**src/rtl/core/vmps_pkg.sv**
```systemverilog
package vmps_pkg;

    localparam int OVERDRIVE_MS_DEF = 20;
    localparam int BRAKE_MS_DEF     = 20;
    localparam int MAX_RUN_MS_DEF   = 15000;

    // requests longer than the overdrive phase and up to this length end with a brake phase
    localparam int SPLIT_LIMIT = 100;

    localparam int DUTY_W = 13;
    localparam int LEFT_W = 14;
    localparam int AMP_W  = 7;

    localparam logic [DUTY_W-1:0] DUTY_OVER = 13'd4200;
    localparam logic [DUTY_W-1:0] DUTY_BASE = 13'd3200;
    localparam logic [DUTY_W-1:0] DUTY_OFF  = 13'd0;
    localparam logic [AMP_W-1:0]  AMP_RESET = 7'd50;
    localparam logic [LEFT_W-1:0] LEFT_MAX  = 14'h3FFF;

    localparam logic [1:0] PH_IDLE  = 2'd0;
    localparam logic [1:0] PH_OVER  = 2'd1;
    localparam logic [1:0] PH_HOLD  = 2'd2;
    localparam logic [1:0] PH_BRAKE = 2'd3;

    localparam logic FUNC_RUN  = 1'b0;
    localparam logic FUNC_TICK = 1'b1;

    typedef struct packed {
        logic        func;
        logic [15:0] duration_ms;
    } t_in;

    typedef struct packed {
        logic [DUTY_W-1:0] duty_word;
        logic              drive_on;
        logic              busy_res;
        logic [1:0]        phase_now;
        logic [LEFT_W-1:0] time_left_ms;
        logic              rejected;
    } t_out;

endpackage

```
**src/rtl/core/vibration_motor_phase_sequencer.sv**
```systemverilog
// Vibration motor phase sequencer.
// Input channel (i_in_valid / o_in_stall / i_in_data) carries run commands and
// one-millisecond ticks; every accepted beat yields exactly one result beat on
// the output channel (o_out_valid / i_out_stall / o_out_data) with the duty
// word, drive enable, busy flag, phase, time left and reject flag.
// The config channel (i_cfg_valid / o_cfg_ready / i_cfg_data) writes the hold
// amplitude in percent; it is always ready and should be written while idle.
// From input acceptance, an item passes through the input register and then the
// state update into the result register before the result is valid.
// Throughput is one item per cycle while the output is not stalled.
// A stall on the output holds the result register; one more beat waits in the
// input register, after which o_in_stall rises until the output drains.
// Reset (synchronous, active low) returns the sequencer to idle with zero duty,
// amplitude 50, and empties both registers.
module vibration_motor_phase_sequencer #(
    parameter int OVERDRIVE_MS = vmps_pkg::OVERDRIVE_MS_DEF,
    parameter int BRAKE_MS     = vmps_pkg::BRAKE_MS_DEF,
    parameter int MAX_RUN_MS   = vmps_pkg::MAX_RUN_MS_DEF
) (
    input  logic                       i_clk,
    input  logic                       i_rst_n,
    input  logic                       i_in_valid,
    input  vmps_pkg::t_in              i_in_data,
    output logic                       o_in_stall,
    output logic                       o_out_valid,
    output vmps_pkg::t_out             o_out_data,
    input  logic                       i_out_stall,
    input  logic                       i_cfg_valid,
    input  logic [vmps_pkg::AMP_W-1:0] i_cfg_data,
    output logic                       o_cfg_ready
);

    logic           out_ready;
    logic           take;
    vmps_pkg::t_in  item;
    vmps_pkg::t_out res;

    vmps_in_stage u_in (
        .i_clk        (i_clk),
        .i_rst_n      (i_rst_n),
        .i_in_valid   (i_in_valid),
        .i_in_data    (i_in_data),
        .o_in_stall   (o_in_stall),
        .i_next_ready (out_ready),
        .o_take       (take),
        .o_item       (item)
    );

    vmps_seq #(
        .OVERDRIVE_MS (OVERDRIVE_MS),
        .BRAKE_MS     (BRAKE_MS),
        .MAX_RUN_MS   (MAX_RUN_MS)
    ) u_seq (
        .i_clk       (i_clk),
        .i_rst_n     (i_rst_n),
        .i_cfg_valid (i_cfg_valid),
        .i_cfg_data  (i_cfg_data),
        .o_cfg_ready (o_cfg_ready),
        .i_take      (take),
        .i_item      (item),
        .o_res       (res)
    );

    vmps_out_stage u_out (
        .i_clk       (i_clk),
        .i_rst_n     (i_rst_n),
        .i_take      (take),
        .i_res       (res),
        .o_ready     (out_ready),
        .o_out_valid (o_out_valid),
        .o_out_data  (o_out_data),
        .i_out_stall (i_out_stall)
    );

endmodule

```
**src/rtl/core/vmps_in_stage.sv**
```systemverilog
module vmps_in_stage (
    input  logic          i_clk,
    input  logic          i_rst_n,
    input  logic          i_in_valid,
    input  vmps_pkg::t_in i_in_data,
    output logic          o_in_stall,
    input  logic          i_next_ready,
    output logic          o_take,
    output vmps_pkg::t_in o_item
);

    logic          r_valid;
    vmps_pkg::t_in r_item;

    assign o_take     = r_valid && i_next_ready;
    assign o_in_stall = r_valid && !i_next_ready;
    assign o_item     = r_item;

    always_ff @(posedge i_clk) begin
        if (!i_rst_n) begin
            r_valid <= 1'b0;
        end else if (!o_in_stall) begin
            r_valid <= i_in_valid;
        end
    end

    always_ff @(posedge i_clk) begin
        if (!o_in_stall && i_in_valid) begin
            r_item <= i_in_data;
        end
    end

endmodule

```
**src/rtl/core/vmps_seq.sv**
```systemverilog
module vmps_seq #(
    parameter int OVERDRIVE_MS = vmps_pkg::OVERDRIVE_MS_DEF,
    parameter int BRAKE_MS     = vmps_pkg::BRAKE_MS_DEF,
    parameter int MAX_RUN_MS   = vmps_pkg::MAX_RUN_MS_DEF
) (
    input  logic                         i_clk,
    input  logic                         i_rst_n,
    input  logic                         i_cfg_valid,
    input  logic [vmps_pkg::AMP_W-1:0]   i_cfg_data,
    output logic                         o_cfg_ready,
    input  logic                         i_take,
    input  vmps_pkg::t_in                i_item,
    output vmps_pkg::t_out               o_res
);

    localparam int CW = $clog2(MAX_RUN_MS + 1);
    localparam int BW = $clog2(BRAKE_MS + 1);

    localparam logic [16:0] K_OD    = 17'(OVERDRIVE_MS);
    localparam logic [16:0] K_BR    = 17'(BRAKE_MS);
    localparam logic [16:0] K_ODBR  = 17'(OVERDRIVE_MS + BRAKE_MS);
    localparam logic [16:0] K_SPLIT = 17'(vmps_pkg::SPLIT_LIMIT);
    localparam logic [16:0] K_LEFT  = 17'(vmps_pkg::LEFT_MAX);
    localparam logic [15:0] K_MAX   = 16'(MAX_RUN_MS);

    logic [vmps_pkg::AMP_W-1:0]  r_amp;
    logic [1:0]                  r_phase, n_phase;
    logic [CW-1:0]               r_cnt, n_cnt;
    logic [CW-1:0]               r_hold, n_hold;
    logic [BW-1:0]               r_brake, n_brake;
    logic [vmps_pkg::DUTY_W-1:0] r_duty, n_duty;

    logic [vmps_pkg::DUTY_W-1:0] hold_duty;
    logic [16:0]                 req;
    logic [16:0]                 first, hold_len, brake_len;
    logic [CW-1:0]               cnt_dec;
    logic                        rej;
    logic [16:0]                 cnt_wide;

    assign o_cfg_ready = 1'b1;

    // 10*amp + base, wrapping at the duty width
    assign hold_duty = vmps_pkg::DUTY_W'({r_amp, 3'b000}) + vmps_pkg::DUTY_W'({r_amp, 1'b0})
                     + vmps_pkg::DUTY_BASE;

    always_comb begin
        req = {1'b0, (i_item.duration_ms > K_MAX) ? K_MAX : i_item.duration_ms};
        if (req <= K_OD) begin
            first     = req;
            hold_len  = 17'd0;
            brake_len = 17'd0;
        end else if (req <= K_ODBR) begin
            first     = K_OD;
            hold_len  = 17'd0;
            brake_len = req - K_OD;
        end else if (req <= K_SPLIT) begin
            first     = K_OD;
            hold_len  = req - K_ODBR;
            brake_len = K_BR;
        end else begin
            first     = K_OD;
            hold_len  = req - K_OD;
            brake_len = 17'd0;
        end
    end

    always_comb begin
        n_phase = r_phase;
        n_cnt   = r_cnt;
        n_hold  = r_hold;
        n_brake = r_brake;
        n_duty  = r_duty;
        rej     = 1'b0;
        cnt_dec = (r_cnt != '0) ? r_cnt - CW'(1) : '0;

        if (i_take) begin
            if (i_item.func == vmps_pkg::FUNC_TICK) begin
                if (r_phase != vmps_pkg::PH_IDLE) begin
                    n_cnt = cnt_dec;
                    if (cnt_dec == '0) begin
                        // walk through any empty phases in the same tick
                        unique case (r_phase)
                            vmps_pkg::PH_OVER: begin
                                if (r_hold != '0) begin
                                    n_phase = vmps_pkg::PH_HOLD;
                                    n_duty  = hold_duty;
                                    n_cnt   = r_hold;
                                end else if (r_brake != '0) begin
                                    n_phase = vmps_pkg::PH_BRAKE;
                                    n_duty  = vmps_pkg::DUTY_OFF;
                                    n_cnt   = CW'(r_brake);
                                end else begin
                                    n_phase = vmps_pkg::PH_IDLE;
                                    n_duty  = vmps_pkg::DUTY_OFF;
                                end
                            end
                            vmps_pkg::PH_HOLD: begin
                                n_duty = vmps_pkg::DUTY_OFF;
                                if (r_brake != '0) begin
                                    n_phase = vmps_pkg::PH_BRAKE;
                                    n_cnt   = CW'(r_brake);
                                end else begin
                                    n_phase = vmps_pkg::PH_IDLE;
                                end
                            end
                            default: begin
                                n_phase = vmps_pkg::PH_IDLE;
                            end
                        endcase
                    end
                end
            end else if (i_item.duration_ms == 16'd0) begin
                n_phase = vmps_pkg::PH_IDLE;
            end else if (r_phase != vmps_pkg::PH_IDLE) begin
                rej = 1'b1;
            end else begin
                n_phase = vmps_pkg::PH_OVER;
                n_duty  = vmps_pkg::DUTY_OVER;
                n_cnt   = CW'(first);
                n_hold  = CW'(hold_len);
                n_brake = BW'(brake_len);
            end
        end

        if (n_phase == vmps_pkg::PH_IDLE) begin
            n_cnt = '0;
        end
    end

    assign cnt_wide = 17'(n_cnt);

    always_comb begin
        o_res.duty_word    = n_duty;
        o_res.drive_on     = (n_phase != vmps_pkg::PH_IDLE);
        o_res.busy_res     = (n_phase != vmps_pkg::PH_IDLE);
        o_res.phase_now    = n_phase;
        o_res.time_left_ms = (cnt_wide > K_LEFT) ? vmps_pkg::LEFT_MAX
                                                 : vmps_pkg::LEFT_W'(cnt_wide);
        o_res.rejected     = rej;
    end

    always_ff @(posedge i_clk) begin
        if (!i_rst_n) begin
            r_amp   <= vmps_pkg::AMP_RESET;
            r_phase <= vmps_pkg::PH_IDLE;
            r_cnt   <= '0;
            r_hold  <= '0;
            r_brake <= '0;
            r_duty  <= vmps_pkg::DUTY_OFF;
        end else begin
            if (i_cfg_valid) begin
                r_amp <= i_cfg_data;
            end
            r_phase <= n_phase;
            r_cnt   <= n_cnt;
            r_hold  <= n_hold;
            r_brake <= n_brake;
            r_duty  <= n_duty;
        end
    end

endmodule

```
**src/rtl/core/vmps_out_stage.sv**
```systemverilog
module vmps_out_stage (
    input  logic           i_clk,
    input  logic           i_rst_n,
    input  logic           i_take,
    input  vmps_pkg::t_out i_res,
    output logic           o_ready,
    output logic           o_out_valid,
    output vmps_pkg::t_out o_out_data,
    input  logic           i_out_stall
);

    logic           r_valid;
    vmps_pkg::t_out r_data;

    assign o_ready     = !r_valid || !i_out_stall;
    assign o_out_valid = r_valid;
    assign o_out_data  = r_data;

    always_ff @(posedge i_clk) begin
        if (!i_rst_n) begin
            r_valid <= 1'b0;
        end else if (o_ready) begin
            r_valid <= i_take;
        end
    end

    // hold the beat while stalled
    always_ff @(posedge i_clk) begin
        if (o_ready && i_take) begin
            r_data <= i_res;
        end
    end

endmodule

```
**config.mk**
```make
export PLATFORM = sky130hd
export DESIGN_NAME = vibration_motor_phase_sequencer
export DESIGN_NICKNAME = d
export VERILOG_FILES = /design/src/rtl/core/vmps_pkg.sv /design/src/rtl/core/vibration_motor_phase_sequencer.sv /design/src/rtl/core/vmps_in_stage.sv /design/src/rtl/core/vmps_seq.sv /design/src/rtl/core/vmps_out_stage.sv
export SDC_FILE = /design/constraint.sdc
export NUM_CORES = 1
export LEC_CHECK = 0
export ABC_AREA = 1
export BUFFER_PORTS_ARGS = -buffer_cell sky130_fd_sc_hd__buf_2
export CORE_UTILIZATION = 35
export CTS_CLUSTER_SIZE = 25
export DETAILED_ROUTE_END_ITERATION = 8
export GPL_TIMING_DRIVEN = 1
export PLACE_DENSITY = 0.64
export SETUP_SLACK_MARGIN = 0.4
export SLEW_MARGIN = 10
export SYNTH_ARGS = -nofsm -noshare
export SYNTH_HDL_FRONTEND = slang
export SYNTH_HIERARCHICAL = 1
export SYNTH_SLANG_ARGS = --single-unit
```
**constraint.sdc**
```tcl
create_clock -name i_clk -period 6.5 [get_ports i_clk]
set_input_delay 1.3 -clock i_clk [delete_from_list [all_inputs] [get_ports i_clk]]
set_output_delay 1.3 -clock i_clk [all_outputs]
set_load 0.005 [all_outputs]
```
======== Yosys cells after proc, flatten, opt, wreduce, memory -nomap -nowiden ========
Cells that the tools add are included.
operators by class
  add/sub/neg operators ................... 5
  order comparisons ....................... 5
  eq/ne operators ......................... 2
  mux-type cells .......................... 37
  bitwise logic cells ..................... 4
  reduce and logical (&&, ||, !) cells .... 19
operators by type and width
  cell                      number
  $mux W14                  14
  $mux W13                  7
  $pmux W14 S2              1
  $reduce_bool A14 Y1       2
  $pmux W13 S2              1
  $gt A16 B14 Y1 const B    1
  $le A16 B5 Y1 const B     1
  $le A16 B6 Y1 const B     1
  $le A16 B7 Y1 const B     1
  $logic_not A16 Y1         1
  $mux W16                  1
  $mux W2                   8
  $mux W5                   3
  $gt A14 B14 Y1 const B    1
  $logic_not A14 Y1         1
  $sub A14 B1 Y14 const B   1
  $sub A14 B5 Y14 const B   1
  $sub A14 B6 Y14 const B   1
  $add A13 B12 Y13 const B  1
  $add A10 B8 Y11           1
  $reduce_bool A5 Y1        1
  $logic_and A1 B1 Y1       4
  $logic_not A1 Y1          4
  $not A1 Y1                4
  9 further kinds           10
storage, ports and cells
  flip-flop bits (word level) ............. 105
  input bits .............................. 29
  output and inout bits ................... 35
  word-level logic and storage cells ...... 87

======== Longest topological paths before layout ========
Gate-level depths: netlist of run 1.
  depth in word-level cells ............... 11
  mapped depth ............................ 23

======== Cells and area by module ========
The synthesis of run 1 kept the hierarchy.
by module, submodules not included
  module          times used  cells an instance  area each (um^2)
  vmps_seq        1           883                5063.6
  vmps_out_stage  1           38                 1008.5
  vmps_in_stage   1           27                 570.5

======== Worst setup path after synthesis of run 1 ========
OpenSTA, ideal clock, no wires.
  path type ............................... input -> register
  start ................................... in i_out_stall
  end ..................................... reg u_out.r_data, in the netlist u_out/o_out_data[0] (enable)
  data arrival time ....................... 3199 ps
  data required time ...................... 6068 ps
  setup slack ............................. 2869 ps
  cell stages on the path ................. 5
  buffers on the path ..................... 0
  cells stage by stage .................... nand2_2 > nand2_1 > inv_1 > inv_1 > a21oi_1
between the ends
  word-level cells in the longest chain between the ends .. 4
RTL lines
  item                  line                                   text
  from (decl)           vibration_motor_phase_sequencer.sv:27  input logic i_out_stall,
  $logic_not A1 Y1      vmps_out_stage.sv:15                   assign o_ready = !r_valid || !i_out_stall;
  $logic_or A1 B1 Y1    vmps_out_stage.sv:15
  $logic_and A1 B1 Y1   vmps_in_stage.sv:15                    assign o_take = r_valid && i_next_ready;
  named net take        vibration_motor_phase_sequencer.sv:34  logic take;
  $logic_and A1 B1 Y1   vmps_out_stage.sv:29                   if (o_ready && i_take) begin
  to (signal assigned)  vmps_out_stage.sv:30                   r_data <= i_res;
  to (decl)             vmps_out_stage.sv:13                   vmps_pkg::t_out r_data;
The timed path passes the listed nets, and every way through them passes these cells.
A chain may end at the register's enable or synchronous reset.

======== Final worst setup path of run 1 ========
  start ................................... in i_out_stall
  end ..................................... reg u_seq.r_hold[3]
between the ends
  word-level cells in the longest chain between the ends .. 4
RTL lines
  item                         line                                   text
  $logic_not A1 Y1             vmps_out_stage.sv:15
  $logic_or A1 B1 Y1           vmps_out_stage.sv:15
  named net out_ready          vibration_motor_phase_sequencer.sv:33  logic out_ready;
  $logic_and A1 B1 Y1          vmps_in_stage.sv:15
  named net take               vibration_motor_phase_sequencer.sv:34
  $reduce_and A4 Y1 (no line)  --
  to (signal assigned)         vmps_seq.sv:156                        r_hold <= n_hold;
  to (decl)                    vmps_seq.sv:29                         logic [CW-1:0] r_hold, n_hold;
The timed path passes the listed nets, and every way through them passes these cells.

==> flow_summary.toml, run 1 <==
[cts]
cts-root-buf = "clkbuf_16"
cts_tree = "built"
clock-sinks = 106
postCtsHoldBufs = 0
h-tree-depth = 3
clock_latency_ns = 0.36
cts_max_path_buffers = 2
post_cts.repair.setup_buffers = 0
clk_pin_slew_ns = 0.07
cts_buffers = 9
cts_resized = 0

[worst_setup_path]
crit_path_end_kind = "register"
crit_path_end = "u_seq/r_hold[3]"
rrSetupSlack_ns = 2.93
cp_max_fo = 29
slowest_stage = "inv_1"
start_kind = "input pin"
reg2reg_from = "u_seq/r_phase[0]"
arrival_ns = 4.43
crit_start = "i_out_stall"
crit_path_max_incr_delay_ns = 0.68
worstReg2RegEnd = "u_seq/r_hold[3]"
criticalPathCategory = "in -> reg"
ff2ff_path_depth = 10
cp_cell_sequence = "buf_2 -> nand2_2 -> nand2_1 -> inv_1 -> inv_1 -> nor2_1 -> nand2_1 -> nor2_1 -> o211ai_1 -> a21oi_1"
cp.required_ns = 6.79

[pwr]
power.density_mw_per_mm2 = 218
vdd_drop_max_mv = 0.130
p_leak_nw = 3.53
power_w = 0.00162

[synth]
synth_cell_type_count = 41
ys_seq_area_share_pct = 39.3
synth_top_family_by_area = "simple AND/OR/NAND/NOR gates"
synth_area_leaders = "edfxtp_1, dfxtp_1, nand2_1"
synth_mux_area_share_pct = 0
synth_edf_count = 49
yosysTopAreaCellShare_pct = 22.2
ys_warn_count = 6
avgSynthCellArea_um2 = 7.01
ys_seq_elements = 106
synth_fp_nets = 999
yosys.area_share.adder_pct = 4.26
synthXorXnorAreaFrac_pct = 1.58
synthCells = 948
synth_compound_area_share_pct = 9.70
yosys.area.top_type = "edfxtp_1"
yosys.area_share.simple_pct = 35.3
synth_area_mm2 = 0.00664
yosys-top-cells-count = "nand2_1, inv_1, nor2_1"
synthMostInstantiatedCell = "nand2_1"
yosys_most_used_dff = "dfxtp_1"
async_reset_ff_share_pct = 0

[status]
status = "completed"

[floorplanning]
num_rows = 50
io_pins = 64
die_y_um = 140
start_util_pct = 35.6
design.core.area_mm2 = 0.0186
die_width_um = 140
die_area_mm2 = 0.0195

[grt]
antenna_found_initial = 0
grt_start_max_net_pins = 49
grt_pass1_wl_mm = 28.0
grt_pass1_vias = 5637
track_usage_pct = 17.9
grt_overflow = 0

[cells_and_area]
utilization_pct = 39.8
antenna_cells = 0
drive_above_1_share_pct = 13.8
syn2layout_area_growth_pct = 11.6
fin_nets = 1045

[routing]
drc = 0
drt-initial-drc-count = 410
postRouteAntennaNets = 0
vias = 6109
viasPerCell = 4.95
drt-pass1-iter-count = 5
routed_wl_mm = 17.0
wire_per_inst_um = 13.8

[placed_design]
post-place-ws_ns = 1.97
dp_hpwl_mm = 12.5
place.gp.congestion = 0.911
numPortBuffers = 62

[timing]
fin_crit_ns = 4.14
worst_slack_ns = 2.36
relSlewSlack_pct = 37.5
finalMaxSlewViolations = 0
period_share_pct = 63.8
grt_setup_unrepaired = "false"
fin_tns_setup_ns = 0
hold_viol = 0
finalSetupViolCount = 0
fmax_mhz = 241
skew_ns = 0.00924
worstMarginPinSlew_ns = 0.937

[min_path]
hp-class = "reg -> reg"

[flow_run]
maxCapViolations = 0
-- cells in the final DEF, fill, tap and decap left out, types with 2 or more instances in the layout --
master     count
nor2_4         4
ha_1          21
xor2_1        10
a21oi_1       62
nand3b_1       2
o21ai_0       34
o21bai_1       2
a31oi_1        3
o211ai_1       3
nand2_1      271
dfxtp_1       57
clkinv_1       3
a32o_1         3
inv_2          6
inv_1        121
nand2_2       13
or2_2          9
buf_4          3
nand3_2       13
o21ai_1        7
nor2_2         6
clkbuf_16      9
nor3_1         5
clkinv_4       2
nand4_1       22
buf_2         62
nand2_4        2
nand3_1       71
xnor2_1        2
edfxtp_1      49
nor4_1         3
nor2_1       105
-- flip-flops by register name (all words and copies together) (netlist names) --
register / cells
u_seq/r_phase: 2
u_out/o_out_data: 32
u_seq/r_duty: 13
u_seq/r_amp: 7
u_seq/r_hold: 14
u_seq/r_cnt: 14
u_in/o_item: 17
u_out/o_out_valid: 1
u_seq/r_brake: 5
u_in/r_valid: 1
-- routing by layer --
layer	global-route usage [%]	share of wire [%]	vias up
li1	-	-	3144
met1	24.0	48	2775
met2	28.8	45	161
met3	2.65	4.4	29
met4	7.52	2.6	0
met5	0	0	-
-- worst min path at each step --
stage,startpoint,endpoint,slack [ns],cells past startpoint
3_3_place_gp,u_seq/r_duty[0],u_seq/r_duty[0],0.43,2
2_1_floorplan,u_seq/r_duty[0],u_seq/r_duty[0],0.42,2
5_1_grt,u_seq/r_duty[0],u_seq/r_duty[0],0.49,2
3_5_place_dp,u_seq/r_duty[0],u_seq/r_duty[0],0.44,2
6_report,u_seq/r_duty[0],u_seq/r_duty[0],0.46,2
4_1_cts,u_seq/r_duty[0],u_seq/r_duty[0],0.46,2
-- report_power, final --
part	internal (W)	leakage (nW)	total (W)	switching, W
clock network	0.000265	0.135	0.000527	0.000262
logic	0.000109	2.46	0.000340	0.000230
registers	0.000731	0.934	0.000749	0.0000183
-- cells by family after synthesis --
family          count (synthesis)
simple gates                  527
buf+inv                       161
compound gates                119
flops                         106
fa+ha+maj                      22
xor+xnor                       12
other cells                     1
-- critical path: cells and delay by family --
kind	cells	cell delay (ns)
buf+inv	3	1.40
compound gates	2	0.34
simple gates	5	1.38
-- metrics by stage --
stage / hold WS [ns] / instances / instance area, um2
2_1_floorplan: 0.425 / 948 / 6640
3_3_place_gp: 0.433 / 1216 / 7120
3_5_place_dp: 0.443 / 1216 / 7120
4_1_cts: 0.456 / 1232 / 7390
5_1_grt: 0.485 / 1233 / 7410
6_report: 0.458 / 1233 / 7410
-- layout make-up --
cell class	instances	area, um2
multi-input cells	681	3390
fillers	2006	11200
flip-flops and latches	106	2610
well taps	234	293
clock inverters	6	50.0
clock buffers	10	229
inverters	130	488
repair buffers	66	353
No activity file was read; power rests on OpenSTA's default activity.
==> inputs of run 2 (changes only) <==
Clock period 6.5 ns to 4.25 ns, I/O delays scaled along.
==> run 2 against run 1 <==
Net effect:
- routed wire length grew 0.58%
- critical path depth grew 11
- die area is the same
- utilization is essentially flat
- power grew 52%
- setup slack lost 1.4 ns
- global-route usage grew 0.38 points
- flip-flop and latch count is the same
- count of clock-buffer cells in the layout is the same
- critical endpoint is now u_seq/r_hold[12]
==> flow_summary.toml, run 2 (same netlist as run 1, synthesis figures left out) <==
[cells_and_area]
antenna_cells = 0
largest_register_ffs = 32
fillCellCount = 1939
fin_nets = 1047
syn2layout_area_growth_pct = 11.7
final_common_cell = "nand2_1"
drive_above_1_share_pct = 14.0
most-common-layout-cells = "nand2_1, inv_1, nor2_1"

[worst_setup_path]
worstReg2RegEnd = "u_seq/r_hold[12]"
arrival_ns = 3.54
rrSetupSlack_ns = 0.98
cp.required_ns = 4.53
crit_path_end_kind = "register"
ff2ff_path_depth = 21
start_kind = "register"
criticalPathCategory = "reg -> reg"
reg2reg_from = "u_in/o_item[6]"
cp_max_fo = 11

[min_path]
hp-class = "reg -> reg"
hold_end = "u_seq/r_duty[0]"
min-delay-start = "u_seq/r_duty[0]"
min_path_cells = 2

[cts]
post_cts.repair.setup_buffers = 0
postCtsHoldBufs = 0
clk_pin_slew_ns = 0.07
h-tree-depth = 3
clock-sinks = 106
cts_buffers = 9
cts_resized = 0
clock_latency_ns = 0.36
cts_max_path_buffers = 2
cts_tree = "built"
cts-root-buf = "clkbuf_16"

[floorplanning]
die_area_mm2 = 0.0195
io_pins = 64
design.core.area_mm2 = 0.0186
num_rows = 50
die_y_um = 140
start_util_pct = 35.6
die_width_um = 140

[routing]
viasPerCell = 4.99
drt-pass1-iter-count = 5
wire_per_inst_um = 13.9
vias = 6164
postRouteAntennaNets = 0
drt-initial-drc-count = 433
drc = 0
routed_wl_mm = 17.1

[timing]
fin_crit_ns = 3.27
worst_slack_ns = 0.985
hold_viol = 0
worstMarginPinSlew_ns = 0.824
finalMaxSlewViolations = 0
relSlewSlack_pct = 45.0
period_share_pct = 76.8
grt_setup_unrepaired = "false"
fmax_mhz = 306
fin_tns_setup_ns = 0
finalSetupViolCount = 0
skew_ns = 0.00904

[status]
status = "completed"

[grt]
antenna_found_initial = 0
grt_pass1_vias = 5779
grt_pass1_wl_mm = 28.7
grt_overflow = 0
grt_start_max_net_pins = 43
track_usage_pct = 18.3

[placed_design]
place.gp.congestion = 0.946
numPortBuffers = 62
post-place-ws_ns = 1.05
dp_hpwl_mm = 12.8

[pwr]
p_leak_nw = 3.53
power_w = 0.00246
vdd_drop_max_mv = 0.188
power.density_mw_per_mm2 = 332

[flow_run]
maxCapViolations = 0
==> run 2: cell count changes in the layout (fill, tap and decap cells not counted) <==
cell    previous run  this run
buf_12             1         0
buf_4              3         6
==> run 2: worst max path at each step <==
stage | depth (start not counted) | slack [ns] | start | to
finish | 21 | 0.98 | u_in/o_item[6] | u_seq/r_hold[12]
global route | 20 | 0.52 | u_in/o_item[5] | u_seq/r_hold[11]
CTS | 16 | 1.02 | u_in/o_item[0] | u_seq/r_hold[12]
detailed placement | 16 | 1.05 | u_in/o_item[0] | u_seq/r_hold[12]
global placement | 21 | 1.14 | u_in/o_item[6] | u_seq/r_hold[3]
floorplan | 5 | 1.07 | i_out_stall | u_out/o_out_data[0]
==> run 2: power breakdown <==
group | switching, W | internal [W]
Clock | 0.000390 | 0.000405
Sequential | 0.0000324 | 0.00112
Combinational | 0.000349 | 0.000167
==> run 2: layout make-up <==
| class | count | area (um2) | share of cell area, % |
|---|---|---|---|
| clock buffer | 10 | 229 | 3.09 |
| sequential | 106 | 2610 | 35.2 |
| timing repair buffer | 68 | 355 | 4.79 |
| clock inverter | 6 | 50.0 | 0.675 |
| inverter | 130 | 488 | 6.58 |
| tap | 234 | 293 | 3.95 |
| multi-input combinational | 681 | 3390 | 45.7 |
==> run 2: per-stage QoR <==
stage / area [um2] / utilization (%) / instances / hold WS (ns)
floorplan: 6640 / - / 948 / 0.425
global placement: 7140 / 38.3 / 1219 / 0.430
detailed placement: 7140 / 38.3 / 1219 / 0.442
CTS: 7420 / 39.8 / 1235 / 0.452
global route: 7420 / 39.8 / 1235 / 0.472
finish: 7420 / 39.8 / 1235 / 0.451
==> run 2: routing by layer <==
layer  vias up  wire length [um]  track usage [%]
li1       3140                 -                -
met1      2843              8180             24.3
met2       163              8000             30.7
met3        18               693             2.75
met4         0               265             5.38
met5         -                 0                0
==> run 2: critical path, cell delays in order (launching register included) <==
cell	delay [ns]
edfxtp_1	0.41
inv_2	0.07
nand2_2	0.08
inv_2	0.05
nand2_1	0.05
nand2_1	0.05
nand2_1	0.07
nand3_2	0.06
nand2_2	0.18
inv_2	0.12
nand2_1	0.20
inv_1	0.13
ha_1	0.25
inv_1	0.06
nand2_1	0.09
inv_1	0.09
nand2_1	0.10
nand2_1	0.10
nand2_1	0.08
nor2_1	0.57
nand3_1	0.20
a21oi_1	0.17
==> inputs of run 3 (changes only) <==
Settings changed: PLACE_DENSITY 0.64 to 0.66.
Clock period 4.25 ns to 2.7 ns, I/O delays scaled along.
==> run 3 against run 2 <==
Net effect:
- combinational power rose to 2.5 times the previous value
- clock skew up 0.0012 ns
- count of clock-buffer cells in the layout unchanged
- critical path depth down 6
- non-clock buffer count up 121
- routed wire length up 29%
- largest cell class unchanged
- largest power group unchanged
- highest routed layer unchanged
==> flow_summary.toml, run 3 (same netlist as run 1, synthesis figures left out) <==
[floorplanning]
start_util_pct = 35.6
io_pins = 64
die_y_um = 140
design.core.area_mm2 = 0.0186
die_area_mm2 = 0.0195
die_width_um = 140
num_rows = 50

[min_path]
hp-class = "in -> reg"

[grt]
grt_overflow = 0
track_usage_pct = 20.9
grt_pass1_wl_mm = 32.8
grt_start_max_net_pins = 49
antenna_found_initial = 0
grt_pass1_vias = 6694

[cells_and_area]
ff_latch_area_mm2 = 0.00262
fillCellCount = 1664
antenna_cells = 0
fin_nets = 1171
syn2layout_area_growth_pct = 45.4
largest_register_ffs = 32
most-common-layout-cells = "nand2_1, buf_4, inv_1"
final_common_cell = "nand2_1"
multi_input_area_mm2 = 0.00453
utilization_pct = 51.8
drive_above_1_share_pct = 41.7

[worst_setup_path]
arrival_ns = 2.66
criticalPathCategory = "reg -> reg"
cp.required_ns = 2.82
start_kind = "register"
cp.buffers_inverters = 6
cp_max_fo = 8
crit_path_max_incr_delay_ns = 0.41
cp_cell_sequence = "inv_2 -> buf_4 -> buf_4 -> buf_4 -> nand4_1 -> nor4_2 -> nand2_1 -> nand2_1 -> nor3_1 -> o21ai_1 -> nand2_4 -> inv_6 -> nand2_8 -> nand3_1 -> inv_1"
critical_path.most_common_cell = "buf_4"
crit_path_end_kind = "register"
cp_top_family = "simple AND/OR/NAND/NOR gates"
slowest_stage = "edfxtp_1"

[timing]
finalSetupViolCount = 0
period_share_pct = 94.1
grt_setup_unrepaired = "true"
fmax_mhz = 394
relSlewSlack_pct = 52.8
skew_ns = 0.0103
hold_viol = 0
fin_crit_ns = 2.54
finalMaxSlewViolations = 0
fin_tns_setup_ns = 0
worstMarginPinSlew_ns = 0.708

[routing]
m1WireLength_mm = 9.10
vias = 7176
wire_per_inst_um = 16.2
wl_met2_mm = 10.9
drt-initial-drc-count = 593
routed_wl_mm = 22.1
viasPerCell = 5.28
drt-pass1-iter-count = 5
postRouteAntennaNets = 0
drc = 0
met3_length_mm = 1.21
top_layer_used = "met4"

[cts]
clock_latency_ns = 0.36
cts_buffers = 9
h-tree-depth = 3
clk_pin_slew_ns = 0.08
clock-sinks = 106
postCtsHoldBufs = 0
cts-root-buf = "clkbuf_16"
cts_max_path_buffers = 2
cts_tree = "built"

[placed_design]
place.gp.congestion = 0.929
dp_hpwl_mm = 13.3
numPortBuffers = 62

[pwr]
p_leak_nw = 4.36
vdd_drop_max_mv = 0.331
power.density_mw_per_mm2 = 453

[flow_run]
maxCapViolations = 0

[status]
status = "completed"
run 3: cell count changes in the layout (fill, tap and decap cells not counted), sizes merged:
cell,before,now
buf,68,189
clkinv,6,5
clkinvlp,1,3
nand2,286,288
run 3: worst paths after layout:
kind | from | end | slack [ns] | cells past startpoint
max | u_in/o_item[6] | u_out/o_out_data[1] | 0.16 | 15
min | i_in_data[0] | u_in/o_item[0] | 0.35 | 1
max reg2reg | u_in/o_item[6] | u_out/o_out_data[1] | 0.16 | 15
min reg2reg | u_seq/r_hold[3] | u_seq/r_hold[3] | 0.47 | 2
run 3: repair_timing:
action,4_1_cts,5_1_grt
gates resized for setup,134,191
endpoints found under the setup margin,76,79
pin swaps,42,85
cloned,3,1
hold endpoints to repair,0,0
setup buffers,58,28
run 3: power breakdown:
group | switching, W | internal, W | leakage (nW) | total [W]
clock network | 0.000631 | 0.000637 | 0.135 | 0.00127
logic | 0.000785 | 0.000509 | 3.29 | 0.00129
registers | 0.0000499 | 0.00176 | 0.936 | 0.00181
run 3: final cells by class:
class / instances / area share [%]
multi-input cells: 683 / 46.9
flip-flops and latches: 106 / 27.1
repair buffers: 189 / 14.6
inverters: 130 / 5.40
well taps: 234 / 3.03
clock buffers: 10 / 2.37
clock inverters: 6 / 0.492
repair inverters: 1 / 0.117
run 3: metal layers:
layer	up-vias	GRT usage (%)
li1	3404	-
met1	3397	26.5
met2	295	35.4
met3	80	3.17
met4	0	8.73
met5	-	0
run 3: metrics by stage:
stage | worst slack (ns) | instances | hold WS (ns) | area [um2] | total power, W
after floorplan | 0.405 | 948 | 0.425 | 6690 | 0.00246
after global placement | -0.101 | 1253 | 0.430 | 7460 | 0.00269
after detailed placement | -0.0993 | 1253 | 0.454 | 7460 | 0.00270
after CTS | 0.222 | 1330 | 0.343 | 8720 | 0.00417
after global routing | -0.0115 | 1359 | 0.341 | 9660 | 0.00459
final | 0.160 | 1359 | 0.350 | 9660 | 0.00437
